### src/rtl/bhm_pkg.sv
`timescale 1ns / 1ps
// Shared constants, codes and helpers for the bucketed hash map.
package bhm_pkg;

   localparam int KEY_W          = 63;
   localparam int VAL_W          = 32;
   localparam int ENT_W          = KEY_W + VAL_W;
   localparam int DEF_NUM_BUCKETS = 64;
   localparam int DEF_WAYS       = 4;
   // key bits folded into the remainder per cycle
   localparam int MOD_DIG        = 4;

   localparam logic [1:0] REQ_INSERT = 2'd0;
   localparam logic [1:0] REQ_LOOKUP = 2'd1;
   localparam logic [1:0] REQ_REMOVE = 2'd2;

   localparam logic [1:0] STATUS_OK   = 2'd0;
   localparam logic [1:0] STATUS_MISS = 2'd1;
   localparam logic [1:0] STATUS_FULL = 2'd2;

   // ceil(log2(n)), never below one bit
   function automatic int clog2_min1(input int n);
      int w;
      w = $clog2(n);
      return (w < 1) ? 1 : w;
   endfunction

endpackage

### src/rtl/bhm_ram.sv
`timescale 1ns / 1ps
// Generic single-write, single-read RAM with registered read data.
module bhm_ram
   import bhm_pkg::*;
#(
   parameter int WIDTH = 8,
   parameter int DEPTH = 16
) (
   input  logic                          clock,
   input  logic                          wr_en,
   input  logic [clog2_min1(DEPTH)-1:0]  wr_addr,
   input  logic [WIDTH-1:0]              wr_data,
   input  logic [clog2_min1(DEPTH)-1:0]  rd_addr,
   output logic [WIDTH-1:0]              rd_data
);

   logic [WIDTH-1:0] mem_ff [DEPTH];
   logic [WIDTH-1:0] rd_data_ff;

   always_ff @(posedge clock) begin
      if (wr_en) begin
         mem_ff[wr_addr] <= wr_data;
      end
      rd_data_ff <= mem_ff[rd_addr];
   end

   assign rd_data = rd_data_ff;

endmodule

### config.mk
export PLATFORM = sky130hd
export DESIGN_NAME = bhm_ram
export DESIGN_NICKNAME = d
export VERILOG_FILES = /design/src/rtl/bhm_pkg.sv /design/src/rtl/bhm_ram.sv
export SDC_FILE = /design/constraint.sdc
export NUM_CORES = 1
export LEC_CHECK = 0
export ABC_AREA = 0
export BUFFER_PORTS_ARGS = -buffer_cell sky130_fd_sc_hd__buf_4
export CAP_MARGIN = 20
export CORE_MARGIN = 1.5
export CORE_UTILIZATION = 55
export CTS_BUF_LIST = sky130_fd_sc_hd__clkbuf_4
export CTS_CLUSTER_DIAMETER = 100
export CTS_CLUSTER_SIZE = 16
export DETAILED_ROUTE_END_ITERATION = 16
export PLACE_DENSITY = 0.76
export SYNTH_ARGS = -nofsm -noshare
export SYNTH_HDL_FRONTEND = slang
export SYNTH_SLANG_ARGS = --single-unit
### constraint.sdc
create_clock -name clock -period 1.9 [get_ports clock]
set_input_delay 0.475 -clock clock [delete_from_list [all_inputs] [get_ports clock]]
set_output_delay 0.475 -clock clock [all_outputs]
set_load 0.03 [all_outputs]
Yosys cells after proc, flatten, opt, wreduce, memory -nomap -nowiden

Memories as Yosys holds them, arrays and structs flattened. A register that Yosys moved wholly into a read port is not among the register bits.
Cells that the tools add are included.

Register bits: 0
Latch bits: 0
Memory bits (writable): 128
ROM bits: 0
Input bits: 18
Output and inout port bits: 8
Logic and storage cells: 3
Memories: 1

Memories:

| name   | words | bits a word | read ports | clocked after memory_dff | write ports | RTL line      | text |
|---|---|---|---|---|---|---|---|
| mem_ff | 16    | 8           | 1          | 1                        | 1           | bhm_ram.sv:17 | `logic [WIDTH-1:0] mem_ff [DEPTH];` |

$add $sub $neg: 0
Multiply operators: 0
Divide/modulo/power cells: 0
Magnitude comparators: 0
Eq/ne operators: 0
Shifts and indexed selects: 0
Muxes and demuxes: 2
Bitwise logic cells: 0
Reductions and logical operators: 0

Operators with widths:

| operator | count |
|---|---|
| $mux W1  | 2 |

Logic depth before layout (Yosys ltp)

Depth after elaboration: 2
Mapped depth: 5
Depth with buffers taken out: 3

Least setup slack after synthesis

Ideal clock, no wire load.

Path type: input to register
Start point: in wr_addr[2]
End point: mem mem_ff[0][0] (enable)
Library setup time: 0.383 ns
Arrival time: 1.585 ns
Data required time: 1.517 ns
Path slack: -0.068 ns
Cell stages on the path: 2
Buffers on the path: 0
Cells stage by stage: or3b_2 nor3_1

RTL lines:

| what            | RTL line      | text |
|---|---|---|
| start, declared | bhm_ram.sv:11 | `input logic [clog2_min1(DEPTH)-1:0] wr_addr,` |
| end, declared   | bhm_ram.sv:17 |  |

Straight into the memory's write port.

Final worst setup path

Start point: reg rd_data_ff[2] (netlist: rd_data[2]) (read register of mem_ff)
End point: out rd_data[2]

RTL lines:

| what            | RTL line      | text |
|---|---|---|
| start, declared | bhm_ram.sv:18 | `logic [WIDTH-1:0] rd_data_ff;` |
| end, declared   | bhm_ram.sv:14 | `output logic [WIDTH-1:0] rd_data` |

No word-level cell between the ends.

==> summary.md <==
| Metric | Value |
|---|---|
| Number of I/O port buffers | 25 |
| Critical Path Max Stage Delay | around 0.38 ns |
| Gr usage total | 21.4% |
| Core Rows | 35 |
| GRT met2 Usage | 34.9% |
| Worst setup EP type | output pin |
| Static Leak | 1.99 nW |
| Placer Congestion | 0.784 |
| PD cells | 901 nW/um2 |
| DRC errors left | 0 |
| Mapped Avg Cell Area | 22.5 um2 |
| Antenna-violating nets left | 0 |
| Fin Hold WS | 0.268 ns |
| Crit-path cells | buf_4 |
| Met3 GRT Util | 5.90% |
| Routed len/inst | 23.1 um |
| Layout Nets | 307 |
| First-pass DRT Iterations | 5 |
| Die height | around 100 um |
| Vias | 2486 |
| Critical path peak fanout | 1 |
| Yosys reg bits | 136 |
| RSZ-0062 raised after global routing | false |
| Total global routing overflow | 0 |
| Hold Fails Final Rpt | 0 |
| Clock buffer count from CTS | 17 |
| Worst Path Class, Setup | register to output pin |
| Number of global-route vias before repair | ~2600 |
| Footprint of the multi-input gates | between 1000 and 1500 um2 |
| YS warnings | 0 |
| Arrival time at the worst endpoint | 1.05 ns |
| First-pass GRT wire length | 14.6 mm |
| Hold Crit Class | primary input to register |
| # resized after CTS | 0 |
| Syn Std Cell Area | around 5100 um2 |
| Post-CTS setup buffer count | 0 |
| Layout cell share with drive strength beyond 1 | 33.4% |
| Clock Tree Buf Depth | 2 |
| Layout area overhead | 14.0% |
| Die ar. | 9950 um2 |
| Via density | ~6 |
| Fill count | 601 |
| Slowest-stage cell, CP | dfxtp_1 |
| Worst slack at placement | -0.0185 ns |
| Storage cell area | between 4000 and 5000 um2 |
| GR peak layer | met2 |
| Initial DRC Count | 164 |
| Synth area leaders | edfxtp_1 75%, mux4_2 7.9%, mux4_1 7.1%, dfxtp_1 3.1%, a22oi_1 2.3% |
| Final total power | 5.28 mW |
| Syn nets | 247 |
| Antenna diodes | 0 |
| H-tree levels | 4 |
| Initial cell density of the core | 56.2% |
| Die X | roughly 100 um |
| Skew final | 0.0161 ns |
| M1 GR Usage | between 20 and 30% |
| Delay-heaviest family, CP | flip-flops |
| Max_slew headroom | approximately 76% |
| VDD IR max | 0.000348 V |
| Top-level port count | 26 |
| Final worst-path setup slack | 0.372 ns |
| Max_cap viols | 0 |
| CP required | between 1 and 1.5 ns |
| Minimum clock period | ~1.5 ns |
| Clock root buffer master | clkbuf_4 |
| Setup crit start kind | register |
| Skew-Pair Late Insertion Delay | 0.51 ns |
| Clock Pin Slew Worst Setup and Hold Paths | 0.11 ns |
| Total core area | 9150 um2 |
| Post-DP HPWL | ~6.3 mm |
| CP bufs+invs | 1 |
| CTS tree | built |
| Least-Margin Pin Slew | 0.366 ns |
| Final setup vio count | 0 |
| Unique masters post-synth | 19 |
| Synth area leader | edfxtp_1 |
| TritonCTS Sinks | 136 |
| Seq/Total Area, Yosys | between 70% and 80% |
| Synth top area share | 74.7% |
| Final slew viol count | 0 |
| Mapped Cells | 229 |
| # hold bufs at CTS | 0 |
| Status | completed |
| Final wirelength | 9.53 mm |
| Pin count of the biggest net entering global routing | 17 |
| Highest Clock Rate | about 0.65 GHz |
| Antenna violations before repair | 0 |
| Period utilization | 80.4% |
[power by group]
group	total (mW)	switching [mW]	internal [mW]
logic	0.380	0.209	0.171
clock network	1.53	0.981	0.553
registers	3.37	0.0216	3.35
[placed cells by master (no fill, tap or decap), drive strengths merged]
| master | n |
|---|---|
| edfxtp | 128 |
| buf | 51 |
| mux4 | 32 |
| clkbuf | 20 |
| a22oi | 16 |
| nor2 | 13 |
| nand2 | 9 |
| dfxtp | 8 |
| clkinv | 6 |
| clkinvlp | 4 |
| nor3 | 4 |
| nand3b | 2 |
| nand2b | 2 |
| inv | 2 |
| nor2b | 1 |
| and2 | 1 |
| and2b | 1 |
| nand3 | 1 |
| or3b | 1 |
[through the flow]
stage | util [%] | TNS (ns) | instance area, um2 | cells
4_1_cts | 64.1 | 0 | 5870 | 413
5_1_grt | 64.1 | 0 | 5870 | 413
3_3_place_gp | 61.6 | -0.0622 | 5640 | 381
6_report | 64.1 | 0 | 5870 | 413
2_1_floorplan | - | 0 | 5150 | 229
3_5_place_dp | 61.6 | -0.0185 | 5640 | 381
[layout make-up]
class	count	area share (%)
Sequential cell	136	68.2
Clock inverter	12	1.34
Multi-Input combinational cell	83	18.1
Tap cell	111	2.37
Clock buffer	20	2.56
Timing Repair Buffer	51	7.38
[synth_stat cells]
library cell and n:
a22oi_1 16, and2_1 1, and2b_1 1, buf_2 3, buf_4 1, buf_6 3
clkdlybuf4s25_2 3, dfxtp_1 8, edfxtp_1 128, mux4_1 14, mux4_2 18, nand2_1 9
nand2b_1 2, nand3_1 1, nand3b_1 2, nor2_1 13, nor2b_1 1, nor3_1 4
or3b_2 1
[metal layers]
metal,part of all wire [%],wire length [um],up-vias
met3,7.9,754,12
li1,-,-,1100
met2,51,4900,120
met4,1.5,147,0
met5,0,0,-
met1,39,3720,1254
[state kept, by name (all words and copies together) (netlist names)]
signal and flops:
mem_ff 128, rd_data 8
[final timing paths]
kind,slack (ns),to,cells past startpoint,startpoint
worst min-delay path,0.27,mem_ff[14][2],1,wr_data[2]
worst max register to register,0.53,rd_data[1],3,mem_ff[8][1]
worst max-delay path,0.37,rd_data[2],1,rd_data[2]
worst min register to register,0.69,rd_data[1],3,mem_ff[6][1]
[cell families after synthesis]
family,count (synthesis),share of synthesized area (%)
flops,136,77.8
simple gates,35,3.18
compound gates,16,2.33
buf+inv,10,1.68
mux,32,15.0
No activity file was read; power rests on OpenSTA's default activity.
