==> src/rtl/bhm_pkg.sv <==
`timescale 1ns / 1ps
// Shared constants, codes and helpers for the bucketed hash map.
package bhm_pkg;

   localparam int KEY_W          = 63;
   localparam int VAL_W          = 32;
   localparam int ENT_W          = KEY_W + VAL_W;
   localparam int DEF_NUM_BUCKETS = 64;
   localparam int DEF_WAYS       = 4;
   // key bits folded into the remainder per cycle
   localparam int MOD_DIG        = 4;

   localparam logic [1:0] REQ_INSERT = 2'd0;
   localparam logic [1:0] REQ_LOOKUP = 2'd1;
   localparam logic [1:0] REQ_REMOVE = 2'd2;

   localparam logic [1:0] STATUS_OK   = 2'd0;
   localparam logic [1:0] STATUS_MISS = 2'd1;
   localparam logic [1:0] STATUS_FULL = 2'd2;

   // ceil(log2(n)), never below one bit
   function automatic int clog2_min1(input int n);
      int w;
      w = $clog2(n);
      return (w < 1) ? 1 : w;
   endfunction

endpackage

==> src/rtl/bhm_mod.sv <==
`timescale 1ns / 1ps
// Iterative key modulo bucket-count unit, MOD_DIG key bits per cycle.
module bhm_mod
   import bhm_pkg::*;
#(
   parameter int NUM_BUCKETS = DEF_NUM_BUCKETS
) (
   input  logic                                clock,
   input  logic                                reset,
   input  logic                                start,
   input  logic [KEY_W-1:0]                    key,
   output logic                                done,
   output logic [clog2_min1(NUM_BUCKETS)-1:0]  bucket
);

   localparam int BKT_W   = clog2_min1(NUM_BUCKETS);
   localparam int KEY_PAD = ((KEY_W + MOD_DIG - 1) / MOD_DIG) * MOD_DIG;
   localparam int STEPS   = KEY_PAD / MOD_DIG;
   localparam int CNT_W   = clog2_min1(STEPS);
   localparam logic [BKT_W:0] MOD_N = (BKT_W + 1)'(NUM_BUCKETS);
   // weight of key bit 0, 1 mod N
   localparam logic [BKT_W:0] WGT_0 = (BKT_W + 1)'(1 % NUM_BUCKETS);

   logic [KEY_PAD-1:0] sh_ff;
   logic [BKT_W:0]     rem_ff, rem_in, wgt_ff, wgt_in, t;
   logic [CNT_W-1:0]   cnt_ff;
   logic               busy_ff, done_ff;

   // key mod N as the sum of the weights 2^i mod N of its set bits, LSB first;
   // sum and weight both stay below N, so one compare-subtract keeps each in range
   always_comb begin
      rem_in = rem_ff;
      wgt_in = wgt_ff;
      t      = '0;
      for (int i = 0; i < MOD_DIG; i++) begin
         t = rem_in + (sh_ff[i] ? wgt_in : '0);
         if (t >= MOD_N) begin
            t = t - MOD_N;
         end
         rem_in = t;
         t = wgt_in + wgt_in;
         if (t >= MOD_N) begin
            t = t - MOD_N;
         end
         wgt_in = t;
      end
   end

   always_ff @(posedge clock) begin
      if (reset) begin
         busy_ff <= 1'b0;
         done_ff <= 1'b0;
      end else begin
         done_ff <= 1'b0;
         if (start) begin
            busy_ff <= 1'b1;
         end else if (busy_ff && cnt_ff == CNT_W'(STEPS - 1)) begin
            busy_ff <= 1'b0;
            done_ff <= 1'b1;
         end
      end
   end

   always_ff @(posedge clock) begin
      if (start) begin
         sh_ff  <= KEY_PAD'(key);
         rem_ff <= '0;
         wgt_ff <= WGT_0;
         cnt_ff <= '0;
      end else if (busy_ff) begin
         sh_ff  <= sh_ff >> MOD_DIG;
         rem_ff <= rem_in;
         wgt_ff <= wgt_in;
         cnt_ff <= cnt_ff + 1'b1;
      end
   end

   assign done   = done_ff;
   assign bucket = rem_ff[BKT_W-1:0];

endmodule

==> config.mk <==
export PLATFORM = sky130hd
export DESIGN_NAME = bhm_mod
export DESIGN_NICKNAME = d
export VERILOG_FILES = /design/src/rtl/bhm_pkg.sv /design/src/rtl/bhm_mod.sv
export SDC_FILE = /design/constraint.sdc
export NUM_CORES = 1
export LEC_CHECK = 0
export ABC_AREA = 1
export BUFFER_PORTS_ARGS = -buffer_cell sky130_fd_sc_hd__buf_2
export CELL_PAD_IN_SITES_DETAIL_PLACEMENT = 1
export CELL_PAD_IN_SITES_GLOBAL_PLACEMENT = 1
export CORE_MARGIN = 10
export CORE_UTILIZATION = 41
export DETAILED_ROUTE_END_ITERATION = 16
export GPL_TIMING_DRIVEN = 0
export PLACE_DENSITY = 0.81
export SLEW_MARGIN = 20
export SYNTH_ARGS = -nofsm -noshare
export SYNTH_HDL_FRONTEND = slang
export SYNTH_SLANG_ARGS = --single-unit
==> constraint.sdc <==
create_clock -name clock -period 4.3 [get_ports clock]
set_input_delay 0.43 -clock clock [delete_from_list [all_inputs] [get_ports clock]]
set_output_delay 0.43 -clock clock [all_outputs]
set_load 0.01 [all_outputs]
* Word level (Yosys, flattened, before mapping)
Index checks and enable logic that the tools add are counted.
** Operators by class
- $add $sub $neg :: 17
- Order comparisons :: 8
- Equal/unequal tests :: 1
- Multiplexer cells :: 17
- Reductions and logical operators :: 4
** Operators by type and width (count)
- $mux W63 :: 2
- $mux W7 :: 12
- $add A7 B7 Y7 :: 8
- $ge A7 B7 Y1 const B :: 8
- $sub A7 B7 Y7 const B :: 8
- $add A4 B1 Y4 const B :: 1
- $eq A4 B4 Y1 const B :: 1
- $reduce_bool A2 Y1 :: 2
- $mux W1 :: 3
- $reduce_or A2 Y1 :: 1
- $logic_and A1 B1 Y1 :: 1
** Word-level totals
- Bits in registers :: 83
- Input bits :: 66
- Output and inout port bits :: 7
- Logic and storage cells :: 53

* Longest topological paths before layout
Gate-level depths: netlist of run 1.
- Depth in word-level cells :: 13
- Mapped depth :: 27
- Gate-level depth less buffers :: 27

* Worst setup path before layout of run 1
OpenSTA, ideal clock, no wires.
- Path type :: flip-flop to flip-flop
- From :: register sh_ff[0]
- To :: register rem_ff[5]
- Library setup time :: 0.113 ns
- Arrival time :: 2.847 ns
- Data required time :: 4.187 ns
- Slack :: 1.340 ns
- Cell stages (with the launch flop) :: 23
- Path buffers :: 0
- Period minus slack after synthesis :: 2.960 ns
- Cells stage by stage :: edfxtp_1 nand2_1 inv_1 ha_1 ha_1 ha_1 ha_1 ha_1 ha_1 ha_1 ha_1 inv_1 nand2_1 nand2_1 nand2_1 nand2_1 nand2_1 nand2_1 nand2_2 nand2_1 nand2_1 nand3_1 nand2_1
** Between the ends
- Word-level cells in the longest chain between the ends :: 13
- Elaborated cells on any way between the ends :: 17
- Classes of those cells :: add/sub (8); order compare (4); mux (5)
** RTL lines
- from (decl) :: line bhm_mod.sv:24 : logic [KEY_PAD-1:0] sh_ff;
- from (signal assigned) :: line bhm_mod.sv:66 : sh_ff <= KEY_PAD'(key);
- from (signal assigned) :: line bhm_mod.sv:71 : sh_ff <= sh_ff >> MOD_DIG;
- $mux W7 (*) :: line bhm_mod.sv:36 : t = rem_in + (sh_ff[i] ? wgt_in : '0);
- $add A7 B7 Y7 (*) :: line bhm_mod.sv:36
- $sub A7 B7 Y7 or $ge A7 B7 Y1 (tied branches) :: line bhm_mod.sv:38, bhm_mod.sv:37
- $mux W7 (*) :: line bhm_mod.sv:37 : if (t >= MOD_N) begin
- $add A7 B7 Y7 (*) :: line bhm_mod.sv:36
- $sub A7 B7 Y7 or $ge A7 B7 Y1 (tied branches) :: line bhm_mod.sv:38, bhm_mod.sv:37
- $mux W7 (*) :: line bhm_mod.sv:37
- $add A7 B7 Y7 (*) :: line bhm_mod.sv:36
- $sub A7 B7 Y7 or $ge A7 B7 Y1 (tied branches) :: line bhm_mod.sv:38, bhm_mod.sv:37
- $mux W7 (*) :: line bhm_mod.sv:37
- $add A7 B7 Y7 (*) :: line bhm_mod.sv:36
- $sub A7 B7 Y7 or $ge A7 B7 Y1 (tied branches) :: line bhm_mod.sv:38, bhm_mod.sv:37
- $mux W7 (*) :: line bhm_mod.sv:37
- to (signal assigned) :: line bhm_mod.sv:72 : rem_ff <= rem_in;
- to (decl) :: line bhm_mod.sv:25 : logic [BKT_W:0] rem_ff, rem_in, wgt_ff, wgt_in, t;
Every way passes the cells marked *; elsewhere a longest branch is shown, timed or not.
A chain may end at the register's enable or synchronous reset.

* Final worst setup path of run 1
Same ends and word-level chain as after synthesis.

==> results_dict.tcl, run 1 <==
set metrics [dict create \
    core.rowCount 33 \
    design.core.area_sq_um 8299 \
    initial_core_util 0.4270 \
    grt_pass1_wl_mm 15.21 \
    cts.path.max_buffers 2 \
    ir_drop_mv 0.1801 \
    fin_nets 550 \
    timing.final.crit_period_ps 3344 \
    chipWidth_microns 113.0 \
    fin_util 0.5176 \
    die_y_microns 113.0 \
    cts.sinks 77 \
    die-area_sq_um 12760 \
    worstSetupPathType "reg -> reg" \
    ys_types 27 \
    crit_required_ps 4550 \
    path_buf_inv 3 \
    postSynthAreaPerCell_sq_um 9.086 \
    ys_seq_elements 77 \
    clk_latency_ps 350 \
    worstReg2RegStart "sh_ff[0]" \
    via_count 2843 \
    synth_top_area_share 0.5339 \
    ctsResizeCount 0 \
    worstRegToRegCells 24 \
    async_flop_share 0 \
    pre_cts_ws_ps 939.3 \
    via_per_inst 4.868 \
    drive_gt1_frac 0.2150 \
    wl_met2_mm 4.663 \
    crit_path_start_kind "register" \
    ys.flop_type "edfxtp_1" \
    crit_arrival_ps 3590 \
    critical_path_depth 24 \
    ys_warn_count 0 \
    syn_inst 390 \
    highest_layer "met4" \
    finalSetupTns_ps 0 \
    antenna_found_initial 0 \
    synth_seq_area_share 0.6130 \
    cp_slowest_cell "edfxtp_1" \
    relSlewSlack 0.5752 \
    synthesis.area_sq_um 3543 \
    syn_nets 466 \
    reg2reg_to "rem_ff[5]" \
    drc 0 \
    max_freq_mhz 299.0 \
    ios 73 \
    synth_area_leaders "edfxtp_1 (53%), nand2_1 (23%), dfxtp_1 (7.9%)" \
    final_hold_viol_count 0 \
    slowest_delay_ps 440 \
    routedWlPerCell_microns 16.14 \
    tightest_slew_ps 634.8 \
    cts_buffers 9 \
    grt_max_degree 41 \
    n_antenna_cell 0 \
    cp-startpoint "sh_ff[0]" \
    p_leak_uw 0.002118 \
    setup_violations 0 \
    synth_edf_count 63 \
    rsz0062_at_grt "no" \
    place.gp.congestion 0.7698 \
    fin_worst_skew_ps 10.71 \
    cts_root_buf "clkbuf_8" \
    critPathCaptureType "register" \
    first_iter_violations 143 \
    wl_met1_mm 4.233 \
    path_delay_family "adder cells" \
    cp_cell_sequence "nand2_1, inv_1, ha_1, ha_1, ha_1, ha_1, nand3b_1, nand2_1, inv_1, ha_1, ha_1, ha_1, inv_1, nand2_1, nand2_1, nand2_1, nand2_1, nand2_1, nand2_1, nand2_2, nand2_1, nand2_1, nand3_1, nand2_1" \
    timing.final.ws_setup_ps 955.5 \
    critPathMostFrequentCell "nand2_1" \
    finalCritPeriodShare 0.7778 \
    yosysTopAreaCell "edfxtp_1" \
    status "finished clean" \
    grt_overflow 0 \
    crit_end "rem_ff[5]" \
    worstHoldPathType "in -> reg" \
    grt_pass1_vias 3155 \
    drv_slew 0 \
    drt_first_pass_iters 4 \
    cap_viol_max_count 0 \
    grt_use_total 0.1472 \
    wl_mm 9.425 \
    reg2reg_slack_ps 960 \
    synthToLayoutAreaGrowth_pct 21.22 \
    detail-route-antenna-nets 0 \
    hold_buffers 0 \
    cts_tree "built" \
    post_cts_buffers 0 \
    wl_met3_microns 438 \
    power_density_nw_per_um2 413.2 \
    path_max_fanout 4 \
    hpwl_mm 6.952 \
    ctsHtreeMaxLevel 3 \
    port-buffer-count 72 \
    path_clk_slew_ps 90 \
]
==> area by class of cell <==
cell class | instances | area, sq um
inverter | 30 | 115.1
clock inverter | 7 | 113.9
fill | 977 | 4004
buffer | 13 | 55.05
timing repair buffer | 73 | 380.4
tap | 105 | 131.4
sequential | 77 | 2172
multi-input combinational | 270 | 1204
clock buffer | 9 | 123.9
==> routing by layer <==
| metal | vias to the layer above | global-route usage |
|---|---|---|
| met4 | 0 | 0.05076 |
| met5 | - | 0 |
| met2 | 67 | 0.2550 |
| li1 | 1421 | - |
| met3 | 6 | 0.03222 |
| met1 | 1349 | 0.1756 |
==> sequential cells by signal, indices dropped and copies added, names as in the netlist <==
name,cells
cnt_ff,4
rem_ff,6
sh_ff,63
wgt_ff,2
busy_ff,1
done,1
==> cell usage in the layout (no fill, tap or decap), types with 3 or more instances in the layout <==
| master | synthesis | final |
|---|---|---|
| dfxtp_1 | 14 | 14 |
| o21ai_0 | 5 | 5 |
| nand2_1 | 216 | 216 |
| ha_1 | 10 | 10 |
| buf_2 | 5 | 77 |
| clkbuf_8 | 0 | 9 |
| nor3_1 | 3 | 3 |
| a22o_1 | 3 | 3 |
| a21oi_1 | 3 | 3 |
| edfxtp_1 | 63 | 63 |
| nor2_1 | 4 | 4 |
| clkbuf_1 | 8 | 8 |
| nand3_1 | 9 | 9 |
| bufinv_16 | 0 | 3 |
| inv_1 | 28 | 27 |
| nand4_1 | 3 | 3 |
==> cell families after synthesis <==
logic type	after synthesis	synth area share
buf+inv	43	0.04731
compound gates	15	0.02648
xor+xnor	1	0.002472
fa+ha+maj	10	0.03531
flops	77	0.6130
simple gates	244	0.2754
==> report_power, final <==
group | leakage [uW] | switching (uW) | internal, uW
sequential | 0.000763 | 29.6 | 891
clock | 0.000119 | 277 | 383
combinational | 0.00124 | 122 | 73.5
total | 0.00212 | 428 | 1350
==> worst min-delay path by stage <==
stage                   start   endpoint  slack (ps)  cells after the start
global placement    wgt_ff[4]  wgt_ff[4]         460                      2
CTS                     reset       done         240                      2
global route            reset       done         250                      2
floorplan           wgt_ff[4]  wgt_ff[4]         450                      2
detailed placement  wgt_ff[4]  wgt_ff[4]         470                      2
finish                  reset       done         250                      2
==> synth_stat cells, drive strengths merged (3+ instances only) <==
library cell	n
dfxtp	14
clkbuf	8
ha	10
edfxtp	63
a21oi	3
buf	5
o21ai	6
nand3	10
a22o	3
nor3	3
nand2	218
nor2	8
nand4	3
inv	29
==> stage by stage <==
stage | cells | hold WS, ps | power, uW | area, sq um
5_1_grt | 584 | 246.6 | 1853 | 4295
6_report | 584 | 253.4 | 1775 | 4295
3_5_place_dp | 568 | 468.1 | 1134 | 4058
3_3_place_gp | 567 | 459.9 | 1117 | 4035
4_1_cts | 584 | 241.6 | 1787 | 4295
2_1_floorplan | 390 | 448.0 | 1043 | 3543
(Power assumes the default switching activity.)
==> run 2, diff against run 1 <==
CORE_UTILIZATION = 37   (was 41)
PLACE_DENSITY = 0.78   (was 0.81)
clock period = 2.72 ns   (was 4.3 ns; I/O delays follow)
==> run 2 against run 1 <==
Against the previous run: the flow now finishes with violations (setup timing); sequential share of layout area shrank 2.7 points; sequential cell count is the same; critical path depth grew 2.
==> results_dict.tcl, run 2 (synthesized netlist as in run 1, its figures left out) <==
set metrics [dict create \
    relSlewSlack 0.5894 \
    dpl_cell_area_sq_um 4183 \
    pre_cts_ws_ps -295.3 \
    grt_overflow 0 \
    slowest_delay_ps 400 \
    cap_viol_max_count 0 \
    routedWlPerCell_microns 16.10 \
    cp_slowest_cell "edfxtp_1" \
    via_per_inst 4.695 \
    power_density_nw_per_um2 612.6 \
    crit_required_ps 2970 \
    path_buf_inv 5 \
    drt_first_pass_iters 4 \
    worstRegToRegCells 26 \
    final_cells 617 \
    ctsHtreeMaxLevel 3 \
    finalCritPeriodShare 1.059 \
    path_delay_family "simple AND/OR/NAND/NOR gates" \
    min_path_cells 2 \
    fillers 1121 \
    fin_area_sq_um 4538 \
    crit_arrival_ps 3140 \
    violations "setup timing" \
    port-buffer-count 72 \
    critPathCaptureType "register" \
    place_inst 592 \
    path_max_fanout 3 \
    cts_tree "built" \
    critical_path_depth 26 \
    timing.final.crit_period_ps 2881 \
    fin_worst_skew_ps 13.86 \
    clk_latency_ps 360 \
    ios 73 \
    initial_core_util 0.3817 \
    core.rowCount 35 \
    p_leak_uw 0.002137 \
    place.gp.congestion 0.7965 \
    worstHoldPathType "in -> reg" \
    path_clk_slew_ps 80 \
    hpwl_mm 7.330 \
    die_y_microns 117.9 \
    grt_pass1_vias 3234 \
    grt_max_degree 47 \
    final_cell_mix "nand2_1 (206), buf_2 (77), edfxtp_1 (63)" \
    design.core.area_sq_um 9284 \
    drv_slew 0 \
    worstSetupPathType "reg -> reg" \
    ir_drop_mv 0.2366 \
    cts_root_buf "clkbuf_8" \
    setup_violations 1 \
    via_count 2897 \
    drive_gt1_frac 0.2854 \
    cts.sinks 77 \
    status "finished, violations left" \
    first_iter_violations 122 \
    drc 0 \
    rsz0062_at_grt "yes" \
    tightest_slew_ps 613.6 \
    p_total_uw 2780 \
    detail-route-antenna-nets 0 \
    max_freq_mhz 347.1 \
    critPathMostFrequentCell "nand2_2" \
    fin_nets 558 \
    wl_mm 9.932 \
    largest-register "sh_ff" \
    cts.path.max_buffers 2 \
    timing.final.ws_setup_ps -161.4 \
    grt_pass1_wl_mm 16.24 \
    cts_buffers 9 \
    grt_use_total 0.1466 \
    die-area_sq_um 13890 \
    crit_path_start_kind "register" \
    hold_buffers 0 \
    chipWidth_microns 117.9 \
    antenna_found_initial 0 \
    largest_reg_flops 63 \
    largestRegisters "sh_ff x63, rem_ff x6, cnt_ff x4" \
    final_hold_viol_count 0 \
    synthToLayoutAreaGrowth_pct 28.07 \
    final_common_cell "nand2_1" \
]
## run 2: cell count changes in the layout (fill, tap and decap cells not counted), sizes merged
cell	previous run	this run
buf	78	86
clkinv	4	2
clkinvlp	1	3
bufinv	3	2
clkbuf	17	18
diode	0	1
## run 2: timing repair
item | in CTS | in global routing
setup endpoints to repair | 1 | 1
resized for setup | 14 | 8
endpoints found under the hold margin | 0 | 0
buffers inserted | 7 | 1
cloned | 0 | 0
pin swaps | 8 | 5
## run 2: report_power, final
group / switching [uW] / total [uW] / internal [uW]
Combinational: 214 / 365 / 151
Clock: 441 / 957 / 515
Sequential: 49.7 / 1460 / 1410
## run 2: path summary, 6_finish.rpt
check             startpoint   endpoint  slack (ps)
setup / recovery    sh_ff[0]  rem_ff[5]        -160
hold / removal         reset    busy_ff         110
setup reg to reg    sh_ff[0]  rem_ff[5]        -160
hold reg to reg    wgt_ff[4]  wgt_ff[4]         490
## run 2: layer usage
metal	wire length, microns	GRT usage
met3	510	0.03741
met1	4315	0.1738
met4	179	0.06028
met2	4926	0.2465
met5	0	0
## run 2: metrics by stage
stage,setup TNS [ps],utilization,hold WS (ps)
global route,-394.4,0.4885,105.0
detailed placement,-295.3,0.4505,481.3
finish,-161.4,0.4888,107.9
global placement,-14210,0.4473,462.8
floorplan,0,-,349.1
CTS,-157.9,0.4854,96.01
## run 2: final cells by class
cell class                 count  area, sq um  share of cell area
inverter                      30        115.1             0.02537
tap                          129        161.4             0.03557
clock buffer                  10        127.6             0.02812
sequential                    77         2173              0.4789
buffer                        13        55.05             0.01213
antenna                        1        2.502           0.0005514
multi-input combinational    270         1368              0.3014
clock inverter                 6        87.58             0.01930
timing repair buffer          81        447.9             0.09870
